## config.mk

```make
export PLATFORM = sky130hd
export DESIGN_NAME = exact_changed_span_finder_top
export DESIGN_NICKNAME = d
export VERILOG_FILES = /design/src/rtl/ecsf_pkg.sv /design/src/rtl/ecsf_core.sv /design/src/rtl/ecsf_outq.sv /design/src/rtl/exact_changed_span_finder_top.sv
export SDC_FILE = /design/constraint.sdc
export NUM_CORES = 1
export LEC_CHECK = 0
export BUFFER_PORTS_ARGS = -buffer_cell sky130_fd_sc_hd__buf_4
export CAP_MARGIN = 20
export CORE_MARGIN = 1.5
export CORE_UTILIZATION = 35
export CTS_BUF_LIST = sky130_fd_sc_hd__clkbuf_4 sky130_fd_sc_hd__clkbuf_8
export CTS_CLUSTER_DIAMETER = 50
export CTS_CLUSTER_SIZE = 24
export DETAILED_ROUTE_END_ITERATION = 6
export GPL_TIMING_DRIVEN = 0
export PLACE_DENSITY = 0.53
export SLEW_MARGIN = 10
export SYNTH_ARGS = -nofsm -noshare
export SYNTH_HDL_FRONTEND = slang
export SYNTH_HIERARCHICAL = 1
export SYNTH_SLANG_ARGS = --single-unit
export TNS_END_PERCENT = 20
```

## constraint.sdc

```tcl
create_clock -name clk -period 8.2 [get_ports clk]
set_input_delay 1.64 -clock clk [delete_from_list [all_inputs] [get_ports clk]]
set_output_delay 1.64 -clock clk [all_outputs]
set_load 0.02 [all_outputs]
```

## src/rtl/ecsf_pkg.sv

```systemverilog
// Shared types and constants of the changed-span finder.
// Used by ecsf_core, ecsf_outq and exact_changed_span_finder_top; no dependencies.
package ecsf_pkg;

	localparam int MAX_WIDTH  = 1024;
	localparam int MAX_HEIGHT = 1024;

	localparam int PIX_W   = 16;
	localparam int COL_W   = 10;
	localparam int ROW_W   = 10;
	localparam int EDGE_W  = 11;
	localparam int GAP_W   = 8;
	localparam int CNT_W   = 16;
	localparam int CIDX_W  = 2;
	localparam int CDATA_W = 16;

	localparam logic [PIX_W-1:0] COMPARE_MASK_RST  = 16'hE71C;
	localparam logic [GAP_W-1:0] GAP_THRESHOLD_RST = 8'd8;
	localparam logic [CNT_W-1:0] MAX_SPANS_RST     = 16'd10000;

	// result queue
	localparam int QUEUE_DEPTH = 4;
	localparam int QPTR_W      = 2;
	localparam int QCNT_W      = 3;

	typedef enum logic [CIDX_W-1:0] {
		CFG_COMPARE_MASK  = 2'd0,
		CFG_GAP_THRESHOLD = 2'd1,
		CFG_MAX_SPANS     = 2'd2
	} cfg_idx_t;

	typedef enum logic {
		KIND_SPAN    = 1'b0,
		KIND_SUMMARY = 1'b1
	} kind_t;

	typedef struct packed {
		logic [PIX_W-1:0] compare_mask;
		logic [GAP_W-1:0] gap_threshold;
		logic [CNT_W-1:0] max_spans;
	} cfg_t;

	typedef struct packed {
		logic [PIX_W-1:0] cur_pixel;
		logic [PIX_W-1:0] prev_pixel;
		logic             row_end;
		logic             frame_end;
	} item_t;

	typedef struct packed {
		kind_t             kind;
		logic [ROW_W-1:0]  span_row;
		logic [COL_W-1:0]  span_left;
		logic [EDGE_W-1:0] span_right;
		logic [EDGE_W-1:0] span_size;
		logic [CNT_W-1:0]  span_total;
		logic              overflowed;
		logic              last_of_run;
	} result_t;

endpackage

```

## src/rtl/ecsf_core.sv

```systemverilog
// Span tracking state and per-pixel update of the changed-span finder.
// Depends on ecsf_pkg; one registered item is processed per step.
module ecsf_core (
	input  logic            clk,
	input  logic            arst_n,
	input  logic            step,
	input  ecsf_pkg::item_t item,
	input  ecsf_pkg::cfg_t  cfg,
	output ecsf_pkg::result_t res0,
	output ecsf_pkg::result_t res1,
	output logic [1:0]      n_res
);

	logic                         span_open_q;
	logic [ecsf_pkg::COL_W-1:0]   open_left_q;
	logic [ecsf_pkg::EDGE_W-1:0]  open_right_q;
	logic [ecsf_pkg::GAP_W-1:0]   gap_count_q;
	logic [ecsf_pkg::COL_W-1:0]   column_q;
	logic [ecsf_pkg::ROW_W-1:0]   row_q;
	logic [ecsf_pkg::CNT_W-1:0]   span_count_q;
	logic                         overflow_q;

	logic                         span_open_d;
	logic [ecsf_pkg::COL_W-1:0]   open_left_d;
	logic [ecsf_pkg::EDGE_W-1:0]  open_right_d;
	logic [ecsf_pkg::GAP_W-1:0]   gap_count_d;
	logic [ecsf_pkg::COL_W-1:0]   column_d;
	logic [ecsf_pkg::ROW_W-1:0]   row_d;
	logic [ecsf_pkg::CNT_W-1:0]   span_count_d;
	logic                         overflow_d;

	logic                         changed;
	logic                         row_done;
	logic                         close;
	logic                         emit;
	logic [ecsf_pkg::CNT_W-1:0]   count_after;
	logic                         ovf_after;
	ecsf_pkg::result_t            span_rec;
	ecsf_pkg::result_t            summary;

	always_comb begin
		changed  = |((item.cur_pixel ^ item.prev_pixel) & cfg.compare_mask);
		row_done = item.row_end | item.frame_end |
			(column_q == ecsf_pkg::COL_W'(ecsf_pkg::MAX_WIDTH - 1));

		span_open_d  = span_open_q;
		open_left_d  = open_left_q;
		open_right_d = open_right_q;
		gap_count_d  = gap_count_q;
		close        = 1'b0;

		if (changed) begin
			if (!span_open_q) begin
				open_left_d = column_q;
			end
			span_open_d  = 1'b1;
			open_right_d = {1'b0, column_q} + ecsf_pkg::EDGE_W'(1);
			gap_count_d  = '0;
		end else if (span_open_q) begin
			if (gap_count_q >= cfg.gap_threshold) begin
				close = 1'b1;
			end else begin
				gap_count_d = gap_count_q + ecsf_pkg::GAP_W'(1);
			end
		end

		// at most one close per pixel: a gap close and a row end close the same span
		if (row_done && span_open_d) begin
			close = 1'b1;
		end
		if (close) begin
			span_open_d = 1'b0;
			gap_count_d = '0;
		end

		emit        = close && (span_count_q < cfg.max_spans);
		count_after = span_count_q + ecsf_pkg::CNT_W'(emit);
		ovf_after   = overflow_q | (close & ~emit);

		if (row_done) begin
			column_d = '0;
			row_d    = (row_q < ecsf_pkg::ROW_W'(ecsf_pkg::MAX_HEIGHT - 1)) ?
				row_q + ecsf_pkg::ROW_W'(1) : row_q;
		end else begin
			column_d = column_q + ecsf_pkg::COL_W'(1);
			row_d    = row_q;
		end
		span_count_d = count_after;
		overflow_d   = ovf_after;
		if (item.frame_end) begin
			row_d        = '0;
			column_d     = '0;
			span_count_d = '0;
			overflow_d   = 1'b0;
		end

		span_rec             = '0;
		span_rec.kind        = ecsf_pkg::KIND_SPAN;
		span_rec.span_row    = row_q;
		span_rec.span_left   = open_left_d;
		span_rec.span_right  = open_right_d;
		span_rec.span_size   = (open_right_d >= {1'b0, open_left_d}) ?
			open_right_d - {1'b0, open_left_d} : '0;
		span_rec.last_of_run = ~item.frame_end;

		summary             = '0;
		summary.kind        = ecsf_pkg::KIND_SUMMARY;
		summary.span_total  = count_after;
		summary.overflowed  = ovf_after;
		summary.last_of_run = 1'b1;

		res0  = emit ? span_rec : summary;
		res1  = summary;
		n_res = step ? ({1'b0, emit} + {1'b0, item.frame_end}) : 2'd0;
	end

	always_ff @(posedge clk or negedge arst_n) begin
		if (!arst_n) begin
			span_open_q  <= 1'b0;
			open_left_q  <= '0;
			open_right_q <= '0;
			gap_count_q  <= '0;
			column_q     <= '0;
			row_q        <= '0;
			span_count_q <= '0;
			overflow_q   <= 1'b0;
		end else if (step) begin
			span_open_q  <= span_open_d;
			open_left_q  <= open_left_d;
			open_right_q <= open_right_d;
			gap_count_q  <= gap_count_d;
			column_q     <= column_d;
			row_q        <= row_d;
			span_count_q <= span_count_d;
			overflow_q   <= overflow_d;
		end
	end

`ifndef SYNTHESIS
	a_close_leaves_closed: assert property (@(posedge clk) disable iff (!arst_n)
		step && close |=> !span_open_q)
		else $error("span still open after close");
	a_frame_end_clears: assert property (@(posedge clk) disable iff (!arst_n)
		step && item.frame_end |=> (span_count_q == '0) && (row_q == '0) && !overflow_q)
		else $error("frame state not cleared at frame end");
	a_row_end_closes: assert property (@(posedge clk) disable iff (!arst_n)
		step && row_done |=> !span_open_q && (column_q == '0))
		else $error("span or column survived row end");
`endif

endmodule

```

## src/rtl/ecsf_outq.sv

```systemverilog
// Small result queue: takes up to two results per cycle, hands out one.
// Depends on ecsf_pkg.
module ecsf_outq (
	input  logic              clk,
	input  logic              arst_n,
	input  logic [1:0]        push_n,
	input  ecsf_pkg::result_t res0,
	input  ecsf_pkg::result_t res1,
	output logic              room,
	output logic              out_valid,
	input  logic              out_ready,
	output ecsf_pkg::result_t head
);

	ecsf_pkg::result_t              mem_q [ecsf_pkg::QUEUE_DEPTH];
	logic [ecsf_pkg::QPTR_W-1:0]    wr_ptr_q;
	logic [ecsf_pkg::QPTR_W-1:0]    rd_ptr_q;
	logic [ecsf_pkg::QCNT_W-1:0]    count_q;
	logic                           pop;

	assign out_valid = (count_q != '0);
	assign pop       = out_valid & out_ready;
	assign head      = mem_q[rd_ptr_q];
	// room for the worst case of two results from one pixel
	assign room      = (count_q <= ecsf_pkg::QCNT_W'(ecsf_pkg::QUEUE_DEPTH - 2));

	always_ff @(posedge clk) begin
		if (push_n != 2'd0) begin
			mem_q[wr_ptr_q] <= res0;
		end
		if (push_n == 2'd2) begin
			mem_q[wr_ptr_q + ecsf_pkg::QPTR_W'(1)] <= res1;
		end
	end

	always_ff @(posedge clk or negedge arst_n) begin
		if (!arst_n) begin
			wr_ptr_q <= '0;
			rd_ptr_q <= '0;
			count_q  <= '0;
		end else begin
			wr_ptr_q <= wr_ptr_q + ecsf_pkg::QPTR_W'(push_n);
			rd_ptr_q <= rd_ptr_q + ecsf_pkg::QPTR_W'(pop);
			count_q  <= count_q + ecsf_pkg::QCNT_W'(push_n) - ecsf_pkg::QCNT_W'(pop);
		end
	end

`ifndef SYNTHESIS
	a_no_overrun: assert property (@(posedge clk) disable iff (!arst_n)
		(push_n != 2'd0) |->
			(count_q + ecsf_pkg::QCNT_W'(push_n)) <= ecsf_pkg::QCNT_W'(ecsf_pkg::QUEUE_DEPTH))
		else $error("result queue overrun");
	a_count_bound: assert property (@(posedge clk) disable iff (!arst_n)
		count_q <= ecsf_pkg::QCNT_W'(ecsf_pkg::QUEUE_DEPTH))
		else $error("result queue count out of range");
	a_push_limit: assert property (@(posedge clk) disable iff (!arst_n)
		push_n != 2'd3)
		else $error("more than two results pushed at once");
`endif

endmodule

```

## src/rtl/exact_changed_span_finder_top.sv

```systemverilog
// Top level of the changed-span finder: config registers, input stage,
// span core and result queue. Depends on ecsf_pkg, ecsf_core, ecsf_outq.
//
// Usage:
//   Input channel (in_valid/in_ready): one request per pixel in raster order,
//   carrying the current and previous RGB565 pixel plus row_end/frame_end.
//   Output channel (out_valid/out_ready): span records (kind 0) and a frame
//   summary (kind 1) after the last pixel of a frame; last_of_run marks the
//   final result caused by one pixel. A pixel yields zero, one or two results.
//   Config: cfg_we writes cfg_data into register cfg_index (0 compare_mask,
//   1 gap_threshold, 2 max_spans) at the clock edge; write only while idle.
// Timing:
//   A request is registered in the input stage at acceptance and processed by
//   the span core, once the queue has room, into a four-entry result queue;
//   its first result shows on the output once it is written to the queue.
//   One pixel per cycle is sustained while the queue has room;
//   the limit is the single queue read port when pixels produce two results.
//   When the receiver stalls, the queue fills and in_ready drops once it holds
//   more than two results; nothing is lost.
// Reset: arst_n clears span state, counters, queue and restores the config
//   registers to their defaults; no clearing pass is needed.
module exact_changed_span_finder_top (
	input  logic                          clk,
	input  logic                          arst_n,
	input  logic                          cfg_we,
	input  logic [ecsf_pkg::CIDX_W-1:0]   cfg_index,
	input  logic [ecsf_pkg::CDATA_W-1:0]  cfg_data,
	input  logic                          in_valid,
	output logic                          in_ready,
	input  logic [ecsf_pkg::PIX_W-1:0]    cur_pixel,
	input  logic [ecsf_pkg::PIX_W-1:0]    prev_pixel,
	input  logic                          row_end,
	input  logic                          frame_end,
	output logic                          out_valid,
	input  logic                          out_ready,
	output logic                          kind,
	output logic [ecsf_pkg::ROW_W-1:0]    span_row,
	output logic [ecsf_pkg::COL_W-1:0]    span_left,
	output logic [ecsf_pkg::EDGE_W-1:0]   span_right,
	output logic [ecsf_pkg::EDGE_W-1:0]   span_size,
	output logic [ecsf_pkg::CNT_W-1:0]    span_total,
	output logic                          overflowed,
	output logic                          last_of_run
);

	ecsf_pkg::cfg_t     cfg_q;
	logic               valid_s1;
	ecsf_pkg::item_t    item_s1;
	logic               room;
	logic               advance;
	logic               accept;
	logic [1:0]         n_res;
	ecsf_pkg::result_t  res0;
	ecsf_pkg::result_t  res1;
	ecsf_pkg::result_t  head;

	// Config registers; index 3 is ignored.
	always_ff @(posedge clk or negedge arst_n) begin
		if (!arst_n) begin
			cfg_q.compare_mask  <= ecsf_pkg::COMPARE_MASK_RST;
			cfg_q.gap_threshold <= ecsf_pkg::GAP_THRESHOLD_RST;
			cfg_q.max_spans     <= ecsf_pkg::MAX_SPANS_RST;
		end else if (cfg_we) begin
			unique case (cfg_index)
				ecsf_pkg::CFG_COMPARE_MASK: begin
					cfg_q.compare_mask <= cfg_data;
				end
				ecsf_pkg::CFG_GAP_THRESHOLD: begin
					cfg_q.gap_threshold <= cfg_data[ecsf_pkg::GAP_W-1:0];
				end
				ecsf_pkg::CFG_MAX_SPANS: begin
					cfg_q.max_spans <= cfg_data;
				end
				default: begin
				end
			endcase
		end
	end

	// Input stage: the core consumes it whenever the queue can take two results.
	assign advance  = valid_s1 & room;
	assign in_ready = ~valid_s1 | advance;
	assign accept   = in_valid & in_ready;

	always_ff @(posedge clk or negedge arst_n) begin
		if (!arst_n) begin
			valid_s1 <= 1'b0;
		end else if (in_ready) begin
			valid_s1 <= in_valid;
		end
	end

	always_ff @(posedge clk) begin
		if (accept) begin
			item_s1.cur_pixel  <= cur_pixel;
			item_s1.prev_pixel <= prev_pixel;
			item_s1.row_end    <= row_end;
			item_s1.frame_end  <= frame_end;
		end
	end

	ecsf_core u_core (
		.clk    (clk),
		.arst_n (arst_n),
		.step   (advance),
		.item   (item_s1),
		.cfg    (cfg_q),
		.res0   (res0),
		.res1   (res1),
		.n_res  (n_res)
	);

	ecsf_outq u_outq (
		.clk       (clk),
		.arst_n    (arst_n),
		.push_n    (n_res),
		.res0      (res0),
		.res1      (res1),
		.room      (room),
		.out_valid (out_valid),
		.out_ready (out_ready),
		.head      (head)
	);

	assign kind        = head.kind;
	assign span_row    = head.span_row;
	assign span_left   = head.span_left;
	assign span_right  = head.span_right;
	assign span_size   = head.span_size;
	assign span_total  = head.span_total;
	assign overflowed  = head.overflowed;
	assign last_of_run = head.last_of_run;

`ifndef SYNTHESIS
	a_stall_means_full: assert property (@(posedge clk) disable iff (!arst_n)
		!in_ready |-> valid_s1 && !room)
		else $error("input stalled without a pending pixel");
	a_no_push_without_step: assert property (@(posedge clk) disable iff (!arst_n)
		!advance |-> n_res == 2'd0)
		else $error("results pushed without a pixel");
	a_pending_held: assert property (@(posedge clk) disable iff (!arst_n)
		valid_s1 && !advance |=> valid_s1 && $stable(item_s1))
		else $error("pending pixel changed while stalled");
`endif

endmodule
```

==> Word level (Yosys, flattened, before mapping) <==
Memories as Yosys holds them, arrays and structs flattened.
Index checks and enable logic that the tools add are counted.
{ "op_classes": {"n_lt_le_gt_ge": 5, "reduce_logical": 14, "bitwise": 13, "n_eq_ne": 5, "mux": 27, "add_sub_neg": 12} }
{ "op_table": {"columns": ["cell", "count"], "rows": [
  ["$mux 10", 7],
  ["$mux 61", 1],
  ["$mux 8", 4],
  ["$mux 11", 2],
  ["$add 10x1->10 const B", 2],
  ["$add 16x1->16", 1],
  ["$and 16x16->16", 1],
  ["$lt 16x16->1", 1],
  ["$mux 16", 1],
  ["$reduce_or 16->1", 1],
  ["$xor 16x16->16", 1],
  ["$add 10x1->11 const B", 1],
  ["$ge 11x10->1", 1],
  ["$mux 1", 11],
  ["$sub 11x10->11", 1],
  ["$eq 10x10->1 const B", 1],
  ["$lt 10x10->1 const B", 1],
  ["$add 8x1->8 const B", 1],
  ["$ge 8x8->1", 1],
  ["$reduce_and 2->1", 3],
  ["$reduce_and 3->1", 2],
  ["$reduce_bool 2->1", 3],
  ["$reduce_bool 3->1", 2],
  ["$and 1x1->1", 4],
  ["other kinds (15)", 22]
]} }
{ "totals": {"mem_count": 1, "out_inout_bits": 63, "ramBits": 244, "reg_bits": 149, "wordCells": 96} }
{ "memory_table": {"columns": ["name", "depth", "width", "read_ports", "rd_clocked_by_memory_dff", "write_ports", "line", "source"], "rows": [
  ["u_outq.mem_q", 4, 61, 1, 0, 2, "ecsf_outq.sv:15", "ecsf_pkg::result_t mem_q [ecsf_pkg::QUEUE_DEPTH];"]
]} }

==> Logic depth before layout (Yosys ltp) <==
Gate-level depths: netlist of run 1.
{ "logic_depth": {"word_depth": 12, "depth_mapped": 24, "depth_no_buf": 22} }

==> Hierarchy <==
The synthesis of run 1 kept the hierarchy.
{ "by_module_without_submodules": {"columns": ["module", "instances", "cells_each", "area_each_um2", "seq_area_each_um2"], "rows": [
  ["ecsf_outq", 1, 630, 12149.2, 7502.2],
  ["ecsf_core", 1, 756, 6057.1, 1676.6],
  ["exact_changed_span_finder_top", 1, 124, 2601.2, 2065.7]
]} }

==> Worst setup path before layout of run 1 <==
OpenSTA, ideal clock, no wires.
{ "synth_timing": {"path_type": "reg2reg", "from": "register u_core/gap_count_q[0] in the netlist's numbering", "to": "memory u_outq/mem_q[0][0] in the netlist's numbering, enable pin", "required_time_ns": 7.636, "setup_ns": 0.564, "t_arrival_ns": 7.256, "path_buffers": 2, "setup_slack_ns": 0.380, "stages_incl_launch_ff": 18, "path_cell_list": "dfrtp_1 -> inv_1 -> ha_1 -> nand2b_1 -> a21o_1 -> a21o_1 -> a211oi_1 -> o21ai_1 -> a31oi_1 -> a21oi_1 -> nand2b_1 -> buf_2 -> inv_2 -> buf_2 -> ha_1 -> and2_1 -> o21bai_1 -> o21ai_0"} }
{ "synth_rtl": {"columns": ["element", "line", "source"], "rows": [
  ["start, declared", "ecsf_core.sv:17", "logic [ecsf_pkg::GAP_W-1:0] gap_count_q;"],
  ["start signal, assigned", "ecsf_core.sv:131", "gap_count_q <= gap_count_d;"],
  ["end, declared", "ecsf_outq.sv:15", null]
]} }

==> impl_metrics.yaml, run 1 <==
run_status:
  status: "finished clean"
routing:
  first_pass_iters: 5
  postRouteAntennaNets: 0
  vias_per_cell: 4.98
  wl_um: 51900
  wl_per_cell_um: 20.4
  drc: 0
  detailroute.via_count: 12700
  drt-initial-drc-count: 688
layout:
  antennaDiodeCount: 0
  nets: 1830
  drive_gt1_share_pct: 39.1
  final_cell_area_sq_mm: 0.0243
  area_growth_pct: 16.6
synthesis:
  syn_inst: 1510
  synth.most_common_cell: "mux2_2"
  synth.top_cell.area_share_pct: 40.1
  synth_compound_gate_area_share_pct: 5.66
  netlist_area_sq_mm: 0.0208
  synth.distinct_cells: 72
  async_flop_share_pct: 29.3
  synth_xor_area_share_pct: 2.78
  netlist_top_cells_count: "mux2_2, edfxtp_1, dfrtp_1, nor2_1, nand2_1"
  synth_edf_count: 278
  ys.flop_type: "edfxtp_1"
  synthMuxAreaShare_pct: 23.7
  ys_ff_latch: 393
  synthSimpleGateAreaFrac_pct: 6.60
  synthAdderAreaFrac_pct: 2.54
  syn_area_per_cell_sq_um: 13.8
  synth_top_family_by_area: "multiplexers"
  synthTopCellsByArea: "edfxtp_1, mux2_2, dfrtp_1"
  ys_warn_count: 6
  yosys.area.top_type: "edfxtp_1"
  yosysSeqAreaShare_pct: 54.0
setup_path:
  critPathCaptureType: "flip-flop"
  start_kind: "flip-flop"
  crit_chain: "xor2_1 -> a22oi_1 -> nand4_1 -> nor2_1 -> buf_2 -> a31oi_1 -> a21oi_1 -> nand2b_1 -> buf_2 -> inv_2 -> buf_2 -> ha_1 -> and2_1 -> nand4b_1 -> buf_2 -> o21ai_4 -> buf_16 -> buf_16 -> buf_8"
  cpLargestDelayFamily: "buffers and inverters"
  required_ps: 8540
  cp_slowest_stage_delay_ps: 780
  crit_buf_inv: 8
  reg2reg_to: "u_outq/mem_q[0][23]"
  reg2reg_slack_ps: 1920
  crit_path_top_delay_cell: "nand4b_1"
  r2r_cells: 19
  worstPathArrival_ps: 6620
  rr_startpoint: "item_s1[11]"
  path_common_cell: "buf_2"
  critPathKind: "reg -> reg"
  cp_max_fo: 13
timing:
  fin_tns_setup_ps: 0
  hold_viol: 0
  rsz0062_at_grt: "no"
  period_share_pct: 76.6
  slew-limit-headroom_pct: 29.1
  worst_slew_pin_slew_ps: 1060
  clock_skew_ps: 21.6
  holdWs_ps: 510
  setup_violations: 0
  max_freq_mhz: 159
  slew_violations: 0
  fin_crit_ps: 6280
floorplan:
  ios: 120
  rows: 89
  die_h_um: 247
  die_w_um: 247
  start_util_pct: 35.3
  core_area_sq_mm: 0.0589
  die_area_sq_mm: 0.0609
power_and_ir_drop:
  comb_power_share_pct: 45.5
  p_leak_uw: 0.00972
  internal-power_uw: 5300
  power.share.switching_pct: 37.1
  clkPwrFrac_pct: 18.8
  p_switching_uw: 3120
  seqPwrFrac_pct: 35.7
  p_per_area_mw_per_mm2: 347
  ir_worst_vdd_mv: 0.175
cts:
  clk_pin_slew_ps: 80
  cts_made_buffers: 46
  clock_path_buffers: 3
  clk_latency_ps: 640
  clock-root-buffer: "clkbuf_8"
  htree_levels: 2
  clock-sinks: 393
  hold_buffers: 0
  cts_tree: "done"
  cts_setup_buffers: 0
  cts_resized: 0
global_route:
  antenna_found_initial: 1
  grt.overflow.total: 0
  grt.total_usage_pct: 17.4
  grt_max_degree: 60
  grt_pass1_wl_um: 79900
  first_global_vias: 13200
flow_run:
  drv_cap: 0
min_path:
  min_to: "cfg_q[18]"
  hold_depth: 1
  worstHoldStart: "cfg_q[18]"
  hold_class: "reg -> reg"
placement:
  place_area_sq_mm: 0.0232
  gp_congestion: 0.873
  hpwl_um: 35900
  io_buffers: 119
==> through the flow <==
stage	setup WS [ps]	power (uW)	utilization, %	cells
after CTS	1920	8560	41.2	2543
after global routing	1500	8930	41.2	2543
after floorplan	380	5560	-	1552
after detailed placement	1950	6930	39.4	2458
final	1920	8420	41.2	2543
after global placement	-5220	6840	38.7	2444
==> cells by family (layout without fill, tap and decap cells) <==
family	after synthesis	count (layout)
adder cells (fa/ha/maj)	42	42
AO/OA/AOI/OAI	178	178
AND/OR/NAND/NOR	274	274
other	2	44
buffers and inverters	177	395
multiplexers	378	378
flip-flops	393	393
XOR/XNOR	66	66
==> how the worst max path moves through the flow <==
stage                                      from                   to  slack [ps]  cells after the start
after floorplan           u_core/gap_count_q[0]   u_outq/mem_q[0][0]         380                     17
after global placement              item_s1[11]  u_outq/mem_q[0][22]       -5220                     17
after detailed placement            item_s1[11]  u_outq/mem_q[0][23]        1950                     19
after CTS                           item_s1[27]  u_outq/mem_q[0][23]        1920                     19
after global routing                item_s1[11]  u_outq/mem_q[3][17]        1500                     22
final                               item_s1[11]  u_outq/mem_q[0][23]        1920                     19
==> registers in the layout (all words and copies together), names as in the netlist <==
name / cells
u_core/open_left_q: 10
valid_s1: 1
u_core/gap_count_q: 8
u_core/row_q: 10
u_outq/wr_ptr_q: 2
item_s1: 34
cfg_q: 40
u_core/column_q: 10
u_core/span_count_q: 16
u_core/span_open_q: 1
u_outq/rd_ptr_q: 2
u_core/overflow_q: 1
u_core/open_right_q: 11
u_outq/count_q: 3
u_outq/mem_q: 244
==> cell type report <==
cell class / count / area [sq um]
Fill cell: 5514 / 34600
Sequential cell: 393 / 11200
Multi-Input combinational cell: 982 / 8780
Timing Repair Buffer: 133 / 1220
Tap cell: 773 / 967
Buffer: 125 / 782
Clock buffer: 52 / 684
Clock inverter: 33 / 379
Inverter: 52 / 195
==> power groups by stage <==
stage / combinational, uW / sequential, uW / clock, uW
finish: 3830 / 3000 / 1580
global route: 4150 / 3050 / 1720
CTS: 3900 / 3010 / 1640
detailed placement: 3880 / 3050 / 0
global placement: 3700 / 3140 / 0
floorplan: 2530 / 3040 / 0
==> routing by layer <==
metal | vias to the layer above | wire length [um] | global-route usage, % | part of all wire [%]
met5 | - | 0 | 0 | 0
met4 | 0 | 790 | 3.69 | 1.5
met3 | 61 | 2180 | 2.78 | 4.2
met2 | 266 | 24800 | 29.0 | 48
met1 | 6297 | 24100 | 23.8 | 46
li1 | 6029 | - | - | -
==> cells in the final DEF, fill, tap and decap left out, types with 31 or more instances in the layout <==
master and instances:
xor2_1 38, clkbuf_8 47, buf_2 31, a21oi_1 36
conb_1 44, nor2_1 76, o21ai_0 48, inv_1 50
ha_1 39, dfrtp_1 100, edfxtp_1 278, nand2_1 70
mux2_2 284, buf_4 171, mux4_2 61
(Power assumes the default switching activity.)
==> inputs of run 2 (changes only) <==
--- a/config.mk
+++ b/config.mk
@@ -5,6 +5,7 @@
 export SDC_FILE = /design/constraint.sdc
 export NUM_CORES = 1
 export LEC_CHECK = 0
+export ABC_AREA = 1
 export BUFFER_PORTS_ARGS = -buffer_cell sky130_fd_sc_hd__buf_4
 export CAP_MARGIN = 20
 export CORE_MARGIN = 1.5
@@ -14,7 +15,7 @@
 export CTS_CLUSTER_SIZE = 24
 export DETAILED_ROUTE_END_ITERATION = 6
 export GPL_TIMING_DRIVEN = 0
-export PLACE_DENSITY = 0.53
+export PLACE_DENSITY = 0.51
 export SLEW_MARGIN = 10
 export SYNTH_ARGS = -nofsm -noshare
 export SYNTH_HDL_FRONTEND = slang
==> constraint.sdc (replaced) <==
create_clock -name clk -period 6.55 [get_ports clk]
set_input_delay 1.31 -clock clk [delete_from_list [all_inputs] [get_ports clk]]
set_output_delay 1.31 -clock clk [all_outputs]
set_load 0.02 [all_outputs]
==> run 2 against run 1 <==
  * Combinational power is 36% higher
  * Utilization is 0.075 points lower
  * Fmax is 41% higher
  * Sequential power is 24% higher
  * Worst setup slack better by 190 ps
  * Synthesized cell count is 64% higher
  * Non-clock buffer count is 37 higher
  * Sequential cell count stayed put
  * Clock power is 40% higher
  * Via count is 37% higher
==> impl_metrics.yaml, run 2 <==
cts:
  clk_pin_slew_ps: 80
  cts_resized: 0
  cts_tree: "done"
  clk_latency_ps: 680
  hold_buffers: 0
  cts_made_buffers: 51
  clock-sinks: 393
  clock-root-buffer: "clkbuf_8"
  htree_levels: 2
  clock_path_buffers: 3
  cts_setup_buffers: 0
synthesis:
  synth.top_cell.area_share_pct: 39.2
  synth.most_common_cell: "nand2_1"
  yosys.area.top_type: "edfxtp_1"
  syn_area_per_cell_sq_um: 8.59
  synth_edf_count: 278
  synthTopCellsByArea: "edfxtp_1, dfrtp_1, nand2_1"
  synth.distinct_cells: 49
  yosysSeqAreaShare_pct: 52.8
  async_flop_share_pct: 29.3
  netlist_top_cells_count: "nand2_1, o21ai_0, edfxtp_1, nor2_1, inv_1"
  syn_inst: 2480
  ys_warn_count: 6
  ys.flop_type: "edfxtp_1"
  netlist_area_sq_mm: 0.0213
  ys_ff_latch: 393
power_and_ir_drop:
  seqPwrFrac_pct: 33.5
  p_switching_uw: 4880
  internal-power_uw: 6240
  ir_worst_vdd_mv: 0.230
  power_uw: 11100
  p_per_area_mw_per_mm2: 449
  power.share.switching_pct: 43.9
  clkPwrFrac_pct: 19.9
  comb_power_share_pct: 46.6
  p_leak_uw: 0.0104
layout:
  reg.largest.list: "u_outq/mem_q x244, cfg_q x40, item_s1 x34"
  stdcell_count: 3521
  antennaDiodeCount: 0
  final_cell_mix: "nand2_1, o21ai_0, edfxtp_1, nor2_1, inv_1"
  nets: 2795
  largest_register_ff_count: 244
  top_register: "u_outq/mem_q"
  drive_gt1_share_pct: 15.6
  layout.cells.most_common: "nand2_1"
  area_growth_pct: 16.2
  nFillCells: 5967
  final_util_pct: 41.1
placement:
  gp_congestion: 0.847
  io_buffers: 117
  place_inst: 3427
  place_ws_ps: 2060
  hpwl_um: 44700
floorplan:
  core_area_sq_mm: 0.0602
  die_w_um: 250
  rows: 90
  die_h_um: 250
  die_area_sq_mm: 0.0624
  start_util_pct: 35.4
  ios: 120
global_route:
  grt_pass1_wl_um: 97700
  grt.overflow.total: 0
  antenna_found_initial: 0
  grt_max_degree: 84
  first_global_vias: 17000
  grt.total_usage_pct: 20.2
timing:
  setup_violations: 0
  layout_setup_ws_ps: 2110
  slew-limit-headroom_pct: 32.0
  period_share_pct: 67.8
  clock_skew_ps: 69.4
  fin_crit_ps: 4440
  fin_tns_setup_ps: 0
  slew_violations: 0
  worst_slew_pin_slew_ps: 1010
  max_freq_mhz: 225
  hold_viol: 0
  rsz0062_at_grt: "no"
setup_path:
  worstPathArrival_ps: 4780
  path_common_cell: "nand2_1"
  required_ps: 6890
  cpLargestDelayFamily: "simple AND/OR/NAND/NOR gates"
  crit_chain: "ha_1 -> nand2_1 -> nor2_4 -> nand4_1 -> or2_1 -> nor2_1 -> nand2_1 -> nand3_1 -> inv_2 -> nand2_1 -> nand2_1 -> nor2_4 -> ha_1 -> nand2_1 -> inv_1 -> inv_1 -> nand4_2 -> clkbuf_1 -> nand2_4 -> buf_16"
  cp_slowest_stage_delay_ps: 430
  cp_max_fo: 41
  critPathCaptureType: "flip-flop"
  critPathKind: "reg -> reg"
  crit_buf_inv: 5
  crit_path_top_delay_cell: "nand2_4"
  start_kind: "flip-flop"
min_path:
  hold_class: "reg -> reg"
routing:
  detailroute.via_count: 17300
  drt-initial-drc-count: 1356
  wl_per_cell_um: 18.0
  wl_um: 63300
  drc: 0
  postRouteAntennaNets: 0
  first_pass_iters: 6
  vias_per_cell: 4.91
run_status:
  status: "finished clean"
flow_run:
  drv_cap: 0
==> run 2: changes by cell type in the layout (fill, tap and decap cells not counted), sizes merged, moves of 25 or more <==
cell and change:
nand3 +72, inv +204, clkbuf +25, nand2 +533, xnor2 -26, nand4 +29
mux4 -61, nor2 +218, o21ai +429, mux2 -297
==> run 2: worst paths after layout <==
| check | startpoint | to | slack [ps] | cells past startpoint |
|---|---|---|---|---|
| max in group asynchronous | arst_n | cfg_q[8] | 5250 | 2 |
| worst min-delay path | u_core/row_q[8] | u_core/row_q[8] | 450 | 1 |
| worst max-delay path | u_core/column_q[0] | u_outq/mem_q[0][17] | 2110 | 20 |
| min in group asynchronous | arst_n | cfg_q[25] | 530 | 1 |
| worst max register to register | u_core/column_q[0] | u_outq/mem_q[0][17] | 2110 | 20 |
| worst min register to register | u_core/row_q[8] | u_core/row_q[8] | 450 | 1 |
==> run 2: stage by stage <==
step / instance area (sq um) / hold slack (ps)
floorplan: 21500 / 423
global placement: 23300 / 440
detailed placement: 23500 / 443
CTS: 24800 / 454
global route: 24800 / 478
finish: 24800 / 454
==> run 2: cell families (layout without fill, tap and decap cells) <==
group	count (synthesis)	in the layout	synth area share (%)
buf+inv	424	641	9.86
compound gates	548	548	13.4
flops	393	393	52.8
fa+ha+maj	40	40	2.38
simple gates	1048	1048	20.5
other cells	2	44	0.0352
xor+xnor	25	25	1.03
==> run 2: final cells by class <==
class | instances | area [sq um] | share of cell area, %
tap | 782 | 978 | 3.95
inverter | 252 | 946 | 3.82
timing repair buffer | 123 | 1040 | 4.20
sequential | 393 | 11200 | 45.4
clock buffer | 56 | 746 | 3.01
buffer | 172 | 1150 | 4.66
clock inverter | 38 | 494 | 2.00
multi-input combinational | 1705 | 8160 | 33.0
==> run 2: power by group through the flow <==
stage | Clock (uW) | Sequential (uW) | Combinational [uW]
after floorplan | 0 | 3760 | 3150
after global placement | 0 | 3840 | 5060
after detailed placement | 0 | 3780 | 5210
after CTS | 2280 | 3730 | 5230
after global routing | 2380 | 3790 | 5700
final | 2210 | 3720 | 5190
==> run 2: routing by layer <==
metal	global-route usage [%]	part of all wire [%]	vias up
li1	-	-	8599
met1	27.1	45	8134
met2	33.7	47	446
met3	2.86	5.1	108
met4	6.43	2.7	0
met5	0	0	-
==> run 2: worst reg2reg max path, delay by kind of cell, from the launching register on <==
| kind | cells | cell delay [ps] |
|---|---|---|
| adder cells (fa/ha/maj) | 2 | 490 |
| flip-flops | 1 | 410 |
| buffers and inverters | 5 | 1040 |
| AND/OR/NAND/NOR | 13 | 2200 |
==> inputs of run 3 (changes only) <==
==> constraint.sdc (replaced) <==
create_clock -name clk -period 4.15 [get_ports clk]
set_input_delay 0.83 -clock clk [delete_from_list [all_inputs] [get_ports clk]]
set_output_delay 0.83 -clock clk [all_outputs]
set_load 0.02 [all_outputs]
==> run 3 against run 2 <==
  * Critical path depth did not move
  * Combinational power rose by 64%
  * Wire length rose by 3.0%
  * Sequential cell count did not move
  * Clock skew fell by 24 ps
  * Non-clock buffer count rose by 12
  * Design area rose by 1.8%
  * Die area did not move
  * Final cell count rose by 0.65%
  * Sequential power rose by 58%
  * Clock power rose by 55%
  * Utilization rose by 0.73 points
  * Largest cell class unchanged
==> impl_metrics.yaml, run 3 (synthesis gave the netlist of run 2 again) <==
run_status:
  status: "finished clean"
timing:
  period_share_pct: 97.2
  fin_crit_ps: 4030
  clock_skew_ps: 45.5
  slew-limit-headroom_pct: 41.4
  worst_slew_pin_slew_ps: 880
  layout_setup_ws_ps: 117
  holdWs_ps: 123
  hold_viol: 0
  slew_violations: 0
  setup_violations: 0
  max_freq_mhz: 248
layout:
  final_cell_mix: "nand2_1, o21ai_0, edfxtp_1, nor2_1, inv_1"
  nFillCells: 5928
  stdcell_count: 3544
  area_growth_pct: 18.3
  layout.cells.most_common: "nand2_1"
  layout.area.seq_sq_mm: 0.0112
  nets: 2813
  reg.largest.list: "u_outq/mem_q x244, cfg_q x40, item_s1 x34"
  multi_input_area_sq_mm: 0.00842
  largest_register_ff_count: 244
  final_cell_area_sq_mm: 0.0252
  top_register: "u_outq/mem_q"
  drive_gt1_share_pct: 17.5
  final_util_pct: 41.8
cts:
  clk_pin_slew_ps: 90
  clk_latency_ps: 680
  cts_made_buffers: 53
  clock_path_buffers: 3
  clock-root-buffer: "clkbuf_8"
  htree_levels: 2
  clock-sinks: 393
  hold_buffers: 0
  cts_tree: "done"
global_route:
  antenna_found_initial: 1
  grt_max_degree: 62
  grt.overflow.total: 0
  grt_pass1_wl_um: 97300
  grt.total_usage_pct: 20.2
  first_global_vias: 16900
power_and_ir_drop:
  p_leak_uw: 0.0105
  p_per_area_mw_per_mm2: 706
  ir_worst_vdd_mv: 0.322
min_path:
  hold_class: "in -> async"
setup_path:
  required_ps: 4650
  cp_max_fo: 10
  critPathCaptureType: "flip-flop"
  critPathKind: "reg -> reg"
  start_kind: "flip-flop"
  worstPathArrival_ps: 4530
placement:
  gp_congestion: 0.832
  place_ws_ps: -418
  place_area_sq_mm: 0.0235
  hpwl_um: 44400
  io_buffers: 117
  place_inst: 3427
routing:
  detailroute.via_count: 17600
  drt-initial-drc-count: 1283
  wl_per_cell_um: 18.4
  postRouteAntennaNets: 0
  drc: 0
  first_pass_iters: 6
  wl_um: 65200
  vias_per_cell: 4.97
floorplan:
  die_w_um: 250
  die_h_um: 250
  ios: 120
  rows: 90
  core_area_sq_mm: 0.0602
  die_area_sq_mm: 0.0624
  start_util_pct: 35.4
flow_run:
  drv_cap: 0
==> run 3: worst max-delay path: stages, from the launching register on <==
cell,delay (ps)
edfxtp_1,400
nor2_1,120
nor2_1,50
nor2_1,110
nand2_1,100
nor2_4,210
nand2_4,140
buf_6,180
clkbuf_2,230
o21ai_1,590
ha_1,420
nand3_1,120
nor2_1,100
nand3_1,80
nand2_1,80
inv_2,30
nand2_1,60
nand2_1,120
nor2_1,470
nand2_1,100
o21ai_0,120
==> run 3: timing repair <==
item	in CTS	in global routing
buffers inserted	1	10
endpoints found under the hold margin	0	0
setup endpoints to repair	299	342
pin swaps	4	13
cloned	1	6
resized for setup	23	37
==> run 3: per-layer routing <==
layer | up-vias | global-route usage, % | part of all wire (%)
li1 | 8647 | - | -
met1 | 8307 | 27.1 | 45
met2 | 550 | 34.0 | 47
met3 | 95 | 2.98 | 5.9
met4 | 0 | 5.47 | 2.2
met5 | - | 0 | 0
==> run 3: final timing paths <==
| path | from | end | cells after the start | slack, ps |
|---|---|---|---|---|
| setup / recovery | item_s1[16] | u_outq/mem_q[1][25] | 20 | 120 |
| hold / removal | arst_n | u_core/open_left_q[7] | 1 | 120 |
| setup reg to reg | item_s1[16] | u_outq/mem_q[1][25] | 20 | 120 |
| hold reg to reg | cfg_q[28] | cfg_q[28] | 2 | 460 |
| max in group asynchronous | arst_n | u_core/span_count_q[15] | 2 | 3310 |
| min in group clk | prev_pixel[3] | item_s1[5] | 1 | 320 |
==> run 3: power breakdown <==
part,switching (uW),internal (uW)
logic,5840,2650
clock network,1760,1660
registers,310,5580
==> run 3: area by class of cell <==
type                       count  share of cell area, %
sequential                   393                   44.6
multi-input combinational   1709                   33.4
timing repair buffer         137                   4.88
buffer                       170                   4.61
tap                          782                   3.88
inverter                     252                   3.75
clock buffer                  57                   3.04
clock inverter                43                   1.82
antenna                        1                0.00993
==> run 3: metrics by stage <==
step           power [uW]  setup TNS [ps]
5_1_grt             18900           -3.58
3_5_place_dp        14200          -57780
3_3_place_gp        14000         -465010
4_1_cts             17700            -947
2_1_floorplan       10900           -8100
6_report            17800               0
